`src/design/gcd_pkg.sv`:
```
// shared types and constants for the binary gcd block
`default_nettype none

package gcd_pkg;

    // operand and result width
    localparam int WIDTH = 32;
    // width of the power-of-two shift count (common factors of two)
    localparam int SHIFT_W = $clog2(WIDTH);
    // slave-side tdata: two operands, padded to whole bytes
    localparam int IN_DATA_W = ((2 * WIDTH + 7) / 8) * 8;
    // master-side tdata: one result, padded to whole bytes
    localparam int OUT_DATA_W = ((WIDTH + 7) / 8) * 8;

    // commands from the controller to the datapath
    typedef struct packed {
        logic load;     // take a new operand pair
        logic step;     // one reduction step
        logic capture;  // move the finished result into the output register
    } t_gcd_cmd;

    // status from the datapath to the controller
    typedef struct packed {
        logic done;     // one operand has reached zero
    } t_gcd_sts;

endpackage

`default_nettype wire

```
`src/design/gcd_datapath.sv`:
```
// operand registers, reduction step logic and output register of the gcd
`default_nettype none

module gcd_datapath
    import gcd_pkg::*;
(
    input  wire logic             i_clk,
    input  wire t_gcd_cmd         i_cmd,
    input  wire logic [WIDTH-1:0] i_first_value,
    input  wire logic [WIDTH-1:0] i_second_value,
    output t_gcd_sts              o_sts,
    output logic [WIDTH-1:0]      o_divisor
);

    logic [WIDTH-1:0]   r_a;
    logic [WIDTH-1:0]   r_b;
    logic [SHIFT_W-1:0] r_k;
    logic [WIDTH-1:0]   r_out;
    logic [WIDTH-1:0]   n_a;
    logic [WIDTH-1:0]   n_b;
    logic [SHIFT_W-1:0] n_k;
    logic [WIDTH-1:0]   w_a_minus_b;
    logic [WIDTH-1:0]   w_b_minus_a;
    logic               w_a_ge_b;
    logic [WIDTH-1:0]   w_result;

    // differences for the odd-odd case
    assign w_a_minus_b = r_a - r_b;
    assign w_b_minus_a = r_b - r_a;
    assign w_a_ge_b    = (r_a >= r_b);

    // with one operand zero the other holds the gcd with the common factors of two removed
    assign w_result = (r_a | r_b) << r_k;

    // load a new pair or take one binary reduction step; gcd(a,b) << k is kept by each step
    always_comb begin
        n_a = r_a;
        n_b = r_b;
        n_k = r_k;
        if (i_cmd.load) begin
            n_a = i_first_value;
            n_b = i_second_value;
            n_k = '0;
        end else if (i_cmd.step) begin
            if (!r_a[0] && !r_b[0]) begin
                // common factor of two
                n_a = r_a >> 1;
                n_b = r_b >> 1;
                n_k = r_k + SHIFT_W'(1);
            end else if (!r_a[0]) begin
                n_a = r_a >> 1;
            end else if (!r_b[0]) begin
                n_b = r_b >> 1;
            end else if (w_a_ge_b) begin
                // difference of two odd values is even
                n_a = w_a_minus_b >> 1;
            end else begin
                n_b = w_b_minus_a >> 1;
            end
        end
    end

    // operand and output registers
    always_ff @(posedge i_clk) begin
        r_a <= n_a;
        r_b <= n_b;
        r_k <= n_k;
        if (i_cmd.capture) begin
            r_out <= w_result;
        end
    end

    assign o_sts.done = (r_a == '0) || (r_b == '0);
    assign o_divisor  = r_out;

endmodule

`default_nettype wire

```
`src/design/gcd_control.sv`:
```
// controller state machine and output valid flag of the gcd
`default_nettype none

module gcd_control
    import gcd_pkg::*;
(
    input  wire logic     i_clk,
    input  wire logic     i_rst_n,
    input  wire logic     i_in_valid,
    output logic          o_in_ready,
    output logic          o_out_valid,
    input  wire logic     i_out_ready,
    input  wire t_gcd_sts i_sts,
    output t_gcd_cmd      o_cmd
);

    localparam logic ST_IDLE = 1'b0;
    localparam logic ST_RUN  = 1'b1;

    logic r_state;
    logic n_state;
    logic r_out_valid;
    logic n_out_valid;
    logic w_out_free;

    // output register can take a result this cycle
    assign w_out_free = !r_out_valid || i_out_ready;

    // next state and commands
    always_comb begin
        n_state     = r_state;
        o_cmd       = '0;
        o_in_ready  = 1'b0;
        case (r_state)
            ST_IDLE: begin
                o_in_ready = 1'b1;
                if (i_in_valid) begin
                    o_cmd.load = 1'b1;
                    n_state    = ST_RUN;
                end
            end
            ST_RUN: begin
                if (i_sts.done) begin
                    if (w_out_free) begin
                        o_cmd.capture = 1'b1;
                        n_state       = ST_IDLE;
                    end
                end else begin
                    o_cmd.step = 1'b1;
                end
            end
            default: begin
                n_state = ST_IDLE;
            end
        endcase
    end

    // output valid: set on capture, cleared when the transaction completes
    always_comb begin
        n_out_valid = r_out_valid;
        if (o_cmd.capture) begin
            n_out_valid = 1'b1;
        end else if (i_out_ready) begin
            n_out_valid = 1'b0;
        end
    end

    always_ff @(posedge i_clk) begin
        if (!i_rst_n) begin
            r_state     <= ST_IDLE;
            r_out_valid <= 1'b0;
        end else begin
            r_state     <= n_state;
            r_out_valid <= n_out_valid;
        end
    end

    assign o_out_valid = r_out_valid;

endmodule

`default_nettype wire

```
`src/design/gcd_euclid_remainder.sv`:
```
// Greatest common divisor of two unsigned 32-bit operands. One transaction on
// the slave side yields one result on the master side, in order. The pair is
// reduced by binary steps (halve an even operand, or replace the larger odd
// operand by half the difference), one step per clock in the operand
// registers, and the common power of two is restored by a shift at the end.
// An item is loaded, reduced until one operand is zero, and moved into the
// output register once that is free; the step count depends on the operand
// values. If either operand is zero the result is the other operand, and
// gcd(0,0) is 0. One pair is worked on at a time; the next pair is taken
// while the previous result waits in the output register.
`default_nettype none

module gcd_euclid_remainder
    import gcd_pkg::*;
(
    input  wire logic                  i_clk,
    input  wire logic                  i_rst_n,
    input  wire logic                  i_s_axis_tvalid,
    output logic                       o_s_axis_tready,
    // [31:0] first_value, [63:32] second_value
    input  wire logic [IN_DATA_W-1:0]  i_s_axis_tdata,
    output logic                       o_m_axis_tvalid,
    input  wire logic                  i_m_axis_tready,
    // [31:0] divisor
    output logic [OUT_DATA_W-1:0]      o_m_axis_tdata
);

    t_gcd_cmd         w_cmd;
    t_gcd_sts         w_sts;
    logic [WIDTH-1:0] w_divisor;

    // sequencing and handshake
    gcd_control u_control (
        .i_clk       (i_clk),
        .i_rst_n     (i_rst_n),
        .i_in_valid  (i_s_axis_tvalid),
        .o_in_ready  (o_s_axis_tready),
        .o_out_valid (o_m_axis_tvalid),
        .i_out_ready (i_m_axis_tready),
        .i_sts       (w_sts),
        .o_cmd       (w_cmd)
    );

    // operand reduction
    gcd_datapath u_datapath (
        .i_clk          (i_clk),
        .i_cmd          (w_cmd),
        .i_first_value  (i_s_axis_tdata[WIDTH-1:0]),
        .i_second_value (i_s_axis_tdata[2*WIDTH-1:WIDTH]),
        .o_sts          (w_sts),
        .o_divisor      (w_divisor)
    );

    assign o_m_axis_tdata = OUT_DATA_W'(w_divisor);

endmodule

`default_nettype wire

```
`config.mk`:
```
export PLATFORM = sky130hd
export DESIGN_NAME = gcd_euclid_remainder
export DESIGN_NICKNAME = d
export VERILOG_FILES = /design/src/design/gcd_pkg.sv /design/src/design/gcd_datapath.sv /design/src/design/gcd_control.sv /design/src/design/gcd_euclid_remainder.sv
export SDC_FILE = /design/constraint.sdc
export NUM_CORES = 1
export LEC_CHECK = 0
export BUFFER_PORTS_ARGS = -buffer_cell sky130_fd_sc_hd__clkbuf_2
export CAP_MARGIN = 20
export CORE_ASPECT_RATIO = 1.4
export CORE_MARGIN = 3
export CORE_UTILIZATION = 60
export CTS_CLUSTER_SIZE = 20
export DETAILED_ROUTE_END_ITERATION = 16
export PLACE_DENSITY = 0.83
export REMOVE_ABC_BUFFERS = 1
export SLEW_MARGIN = 20
export SYNTH_ARGS = -nofsm -noshare
export SYNTH_HDL_FRONTEND = slang
export SYNTH_SLANG_ARGS = --single-unit
```
`constraint.sdc`:
```
create_clock -name i_clk -period 7.1 [get_ports i_clk]
set_input_delay 0.355 -clock i_clk [delete_from_list [all_inputs] [get_ports i_clk]]
set_output_delay 0.355 -clock i_clk [all_outputs]
set_load 0.005 [all_outputs]
```
-- Word-level counts from Yosys, hierarchy flattened
Index checks and enable logic that the tools add are counted.
- register bits: 103
- input bits: 68
- output and inout bits: 34
- logic and storage cells: 57
- $add $sub $neg: 3
- $lt $le $gt $ge: 1
- equality and inequality tests: 3
- shift-type cells: 1
- muxes and demuxes: 24
- bitwise logic cells: 2
- reductions and logical operators: 15
- operator list (operator ; count):
    32-bit 2-to-1 mux ; 12
    32-bit logical NOT ; 2
    32-bit subtractor ; 2
    32-bit greater-or-equal comparator ; 1
    32-bit OR ; 1
    32-bit by 5-bit << shifter with 32-bit output ; 1
    4-bit inequality test, second input constant ; 3
    1-bit 2-to-1 mux ; 10
    3-bit AND reduction ; 2
    5-bit by 1-bit adder with 5-bit output, second input constant ; 1
    2-bit AND reduction ; 2
    2-bit nonzero test ; 2
    1-bit logical NOT ; 3
    3-bit nonzero test ; 1
    1-bit logical OR ; 2
    2-bit 2-to-1 mux ; 1
    1-bit case mux with 2 select lines ; 1
    1-bit logical AND ; 1
    1-bit inverter ; 1

-- Logic depth before layout (Yosys ltp)
- depth in word-level cells: 7
- gate-level depth with buffers: 14
- depth with buffers taken out: 11

-- Modules after synthesis
Synthesis repeated with hierarchy kept, for this count alone.
- cell total of the unflattened synthesis: 1181
- area total of the unflattened synthesis: 10461.3 µm²
- modules (own cells, without submodules) (module ; times used ; cells an instance ; area an instance (µm²) ; sequential area each (µm²)):
    gcd_datapath ; 1 ; 1169 ; 10353.7 ; 2982.9
    gcd_control ; 1 ; 12 ; 107.6 ; 40.0

-- Worst setup path before layout
OpenSTA, ideal clock, no wires.
- path kind: register to register
- start point: register u_datapath.r_a[0]
- end point: register u_datapath.r_a[10], enable pin
- library setup time: 0.462 ns
- arrival: 4.545 ns
- path slack: 2.092 ns
- stages on the path, launching flop included: 13
- path buffers: 1
- cells stage by stage: edfxtp_1 > inv_1 > ha_1 > fa_1 > nor3_1 > o31ai_1 > a31oi_1 > o211ai_1 > a41o_1 > buf_4 > a21oi_1 > nor2_1 > o21ai_0
- cells in the longest elaborated chain, start to end: 6
- ends and longest elaborated chain (element ; RTL line ; text):
    start, declared ; gcd_datapath.sv:15 ; logic [WIDTH-1:0] r_a;
    start signal, assigned ; gcd_datapath.sv:65 ; r_a <= n_a;
    parallel branches: the longest is 5 deep, another holds 32-bit greater-or-equal comparator ; n/a ;
    3-bit AND reduction (no line) * ; n/a ;
Mark *: on every way between the ends.
A chain may end at the register's enable or synchronous reset.

-- Final worst setup path
- start point: register u_datapath.r_a[0]
- end point: register u_datapath.r_a[23] (data pin)
- cells in the longest elaborated chain, start to end: 7
- ends and longest elaborated chain (element ; RTL line ; text):
    32-bit subtractor ; gcd_datapath.sv:28 ; assign w_a_minus_b = r_a - r_b;
    32-bit 2-to-1 mux ; gcd_datapath.sv:54 ; end else if (w_a_ge_b) begin
    32-bit 2-to-1 mux ; gcd_datapath.sv:52 ; end else if (!r_b[0]) begin
    32-bit 2-to-1 mux ; gcd_datapath.sv:50 ; end else if (!r_a[0]) begin
    32-bit 2-to-1 mux * ; gcd_datapath.sv:45 ; if (!r_a[0] && !r_b[0]) begin
    32-bit 2-to-1 mux * ; gcd_datapath.sv:44 ; end else if (i_cmd.step) begin
    32-bit 2-to-1 mux * ; gcd_datapath.sv:40 ; if (i_cmd.load) begin
    via u_datapath.n_a[23] ; gcd_datapath.sv:19 ; logic [WIDTH-1:0] n_a;
The timed path passes the listed nets; every way through them passes the cells marked *. The select of a mux whose other input is x is not followed.

==> metrics.txt <==
final hold violation count=0; drt first pass iters=5; P_leak=4.50 nW; CTS tree=built; vias in the first global route=9,094; WP data arrival=4.98 ns; Max IR drop VDD=0.195 mV; mean post-synth cell area=8.72 µm²; post-synthesis compound-gate area fraction=22.0%; DP HPWL=26.4 mm; max-cap violations=0; most numerous cell in the Yosys netlist=nor2_1; Final Max Tran Viols=0; RePlAce Congestion=1.06; Core ar.=16,800 µm²; Yosys top cell by area=edfxtp_1; Post CTS Setup Buffer Count=0; status=finished, final reports clean; Setup crit start=u_datapath.r_a[0]; Post-Synth Simple-Gate Area=16.4%; std cell rows=56; n_diodes=0; deepest clock path buffer count=2; synth unique cells=69; residual DRC count=0; Area growth, synth to finish=8.62%; WS Path Type=flop to flop; clock latency on the worst-skew pair=0.37 ns; synthesized instance count=1,180; async set-reset flop share out of synthesis=0%; Power Density=382 nW/µm²; top post-synthesis cells by area=edfxtp_1 28%, ha_1 12%, nor2_1 5.7%, a21oi_1 5.2%, xnor2_1 4.8%; final wirelength=33.2 mm; total die area=18,800 µm²; Sink Count=103; share of Yosys cell area claimed by the top area cell type=28.0%; multiplexer share of the synthesized area=7.85%; Crit path required time=7.19 ns; CTS Hold Bufs=0; IO buf count=101; Iteration-0 DRC Markers=954; die width=117 µm; GRT Util Overall=35.2%; Ys Warns=0; H-tree Lvls=3; Synth Area in XOR/XNOR=5.19%; Clock transition at path regs=0.09 ns; Slew @ Worst Pin=1.03 ns; Max Freq=205 MHz; largest family of logic cells by synthesized area=compound AO/OA/AOI/OAI gates; crit start category=flop; relative slew slack=31.0%; hold crit path type=input pin to flop; Util after Layout=66.5%; Synth Flop Type=edfxtp_1; Starting Density=61.2%; Final ANT Viol Nets=0; first-pass GRT wire length=50.6 mm; wire per inst=22.9 µm; detailed-route vias per instance=6.54; antenna violations before repair=1; Reg-to-Reg Start=u_datapath.r_a[0]; Final Setup Violations=0; vias post-DR=9,453; HP Start=i_rst_n; RSZ-0062 raised after global routing=no; Post-synth EDFFs=96; register area share after synthesis=29.4%; Post-Syn Area=10,300 µm²; Final Skew=0.0144 ns; clk root buf=clkbuf_16; final worst path period share=68.8%; Top-Level Pins=102; Nets=1,405; grt total ovfl=0; pin count of the biggest net entering global routing=49; adder-cell share of the synthesized area=12.2%; final setup TNS=0 ns; Die Y=161 µm; top cells by count, synth=157 x nor2_1, 106 x a21oi_1, 105 x inv_1; synthesis-stage register bit count=103; TritonCTS Buffers=9; post-route minimum period=4.88 ns; Crit. End Element=flop; worst-path maximum fanout=13; Resize count post-CTS=0; ratio of cells with drive above 1 in the final layout=16.3%
-- path summary, 6_finish.rpt --
check | end | slack, ns | cells past startpoint
worst max-delay path | u_datapath.r_a[23] | 2.22 | 12
worst min-delay path | u_control.r_state | 0.20 | 3
worst max register to register | u_datapath.r_a[23] | 2.22 | 12
worst min register to register | u_control.o_out_valid | 0.50 | 2
-- sequential cells by signal, summed over array words and instances (netlist names) --
name                   count
u_datapath.r_b            32
u_datapath.r_a            32
u_datapath.r_k             5
u_datapath.o_divisor      32
u_control.o_out_valid      1
u_control.r_state          1
-- cell families (layout without fill, tap and decap cells) --
| group | after synthesis | count (layout) |
|---|---|---|
| AO/OA/AOI/OAI | 335 | 335 |
| XOR/XNOR | 61 | 61 |
| adder cells (fa/ha/maj) | 99 | 99 |
| buffers and inverters | 177 | 240 |
| flip-flops | 103 | 103 |
| multiplexers | 59 | 59 |
| AND/OR/NAND/NOR | 346 | 346 |
-- layout by cell type (no fill, tap or decap), types with 17 or more instances in the layout --
master      n
a21oi_1   106
a221oi_2   20
a22oi_1    17
clkbuf_2  101
edfxtp_1   96
ha_1       97
inv_1     105
mux2i_1    29
nand2_1    44
nor2_1    157
nor2b_1    24
nor3_1     23
nor4_1     31
o21ai_0    59
xnor2_1    56
-- worst max-delay path, cell delays in order (launching register included) --
cell and delay [ns]:
edfxtp_1 0.61, inv_1 0.17, ha_1 0.25, fa_1 0.41
nor3_1 0.26, o31ai_1 0.15, a31oi_1 0.50, o211ai_1 0.16
a41o_1 0.38, nor3_4 0.68, buf_4 0.35, nand2_2 0.16
o21ai_0 0.50
-- routing by layer --
layer | vias up | share of wire, % | track usage, %
li1 | 4407 | - | -
met1 | 4479 | 39 | 43.7
met2 | 450 | 48 | 58.7
met3 | 115 | 5.7 | 3.52
met4 | 2 | 6.9 | 20.2
met5 | - | 0.060 | 0
-- stage by stage --
stage / setup slack [ns] / hold WS [ns] / instances / area, µm² / power [mW]
after global placement: 2.41 / 0.483 / 1430 / 10900 / 3.65
final: 2.22 / 0.202 / 1446 / 11200 / 4.28
after floorplan: 2.11 / 0.472 / 1111 / 9980 / 2.91
after global routing: 2.12 / 0.211 / 1446 / 11200 / 4.52
after detailed placement: 2.31 / 0.495 / 1430 / 10900 / 3.66
after CTS: 2.27 / 0.204 / 1446 / 11200 / 4.21
-- power breakdown --
| part | internal, mW | switching [mW] |
|---|---|---|
| clock | 0.261 | 0.287 |
| combinational | 1.01 | 1.72 |
| sequential | 0.841 | 0.160 |
| total | 2.11 | 2.17 |
-- area by class of cell --
cell class	count	area (µm²)
fillers	1476	5640
repair buffers	116	618
well taps	203	254
clock inverters	7	96.3
multi-input cells	900	6560
flip-flops and latches	103	3020
clock buffers	9	225
inverters	108	405
(Power assumes the default switching activity.)
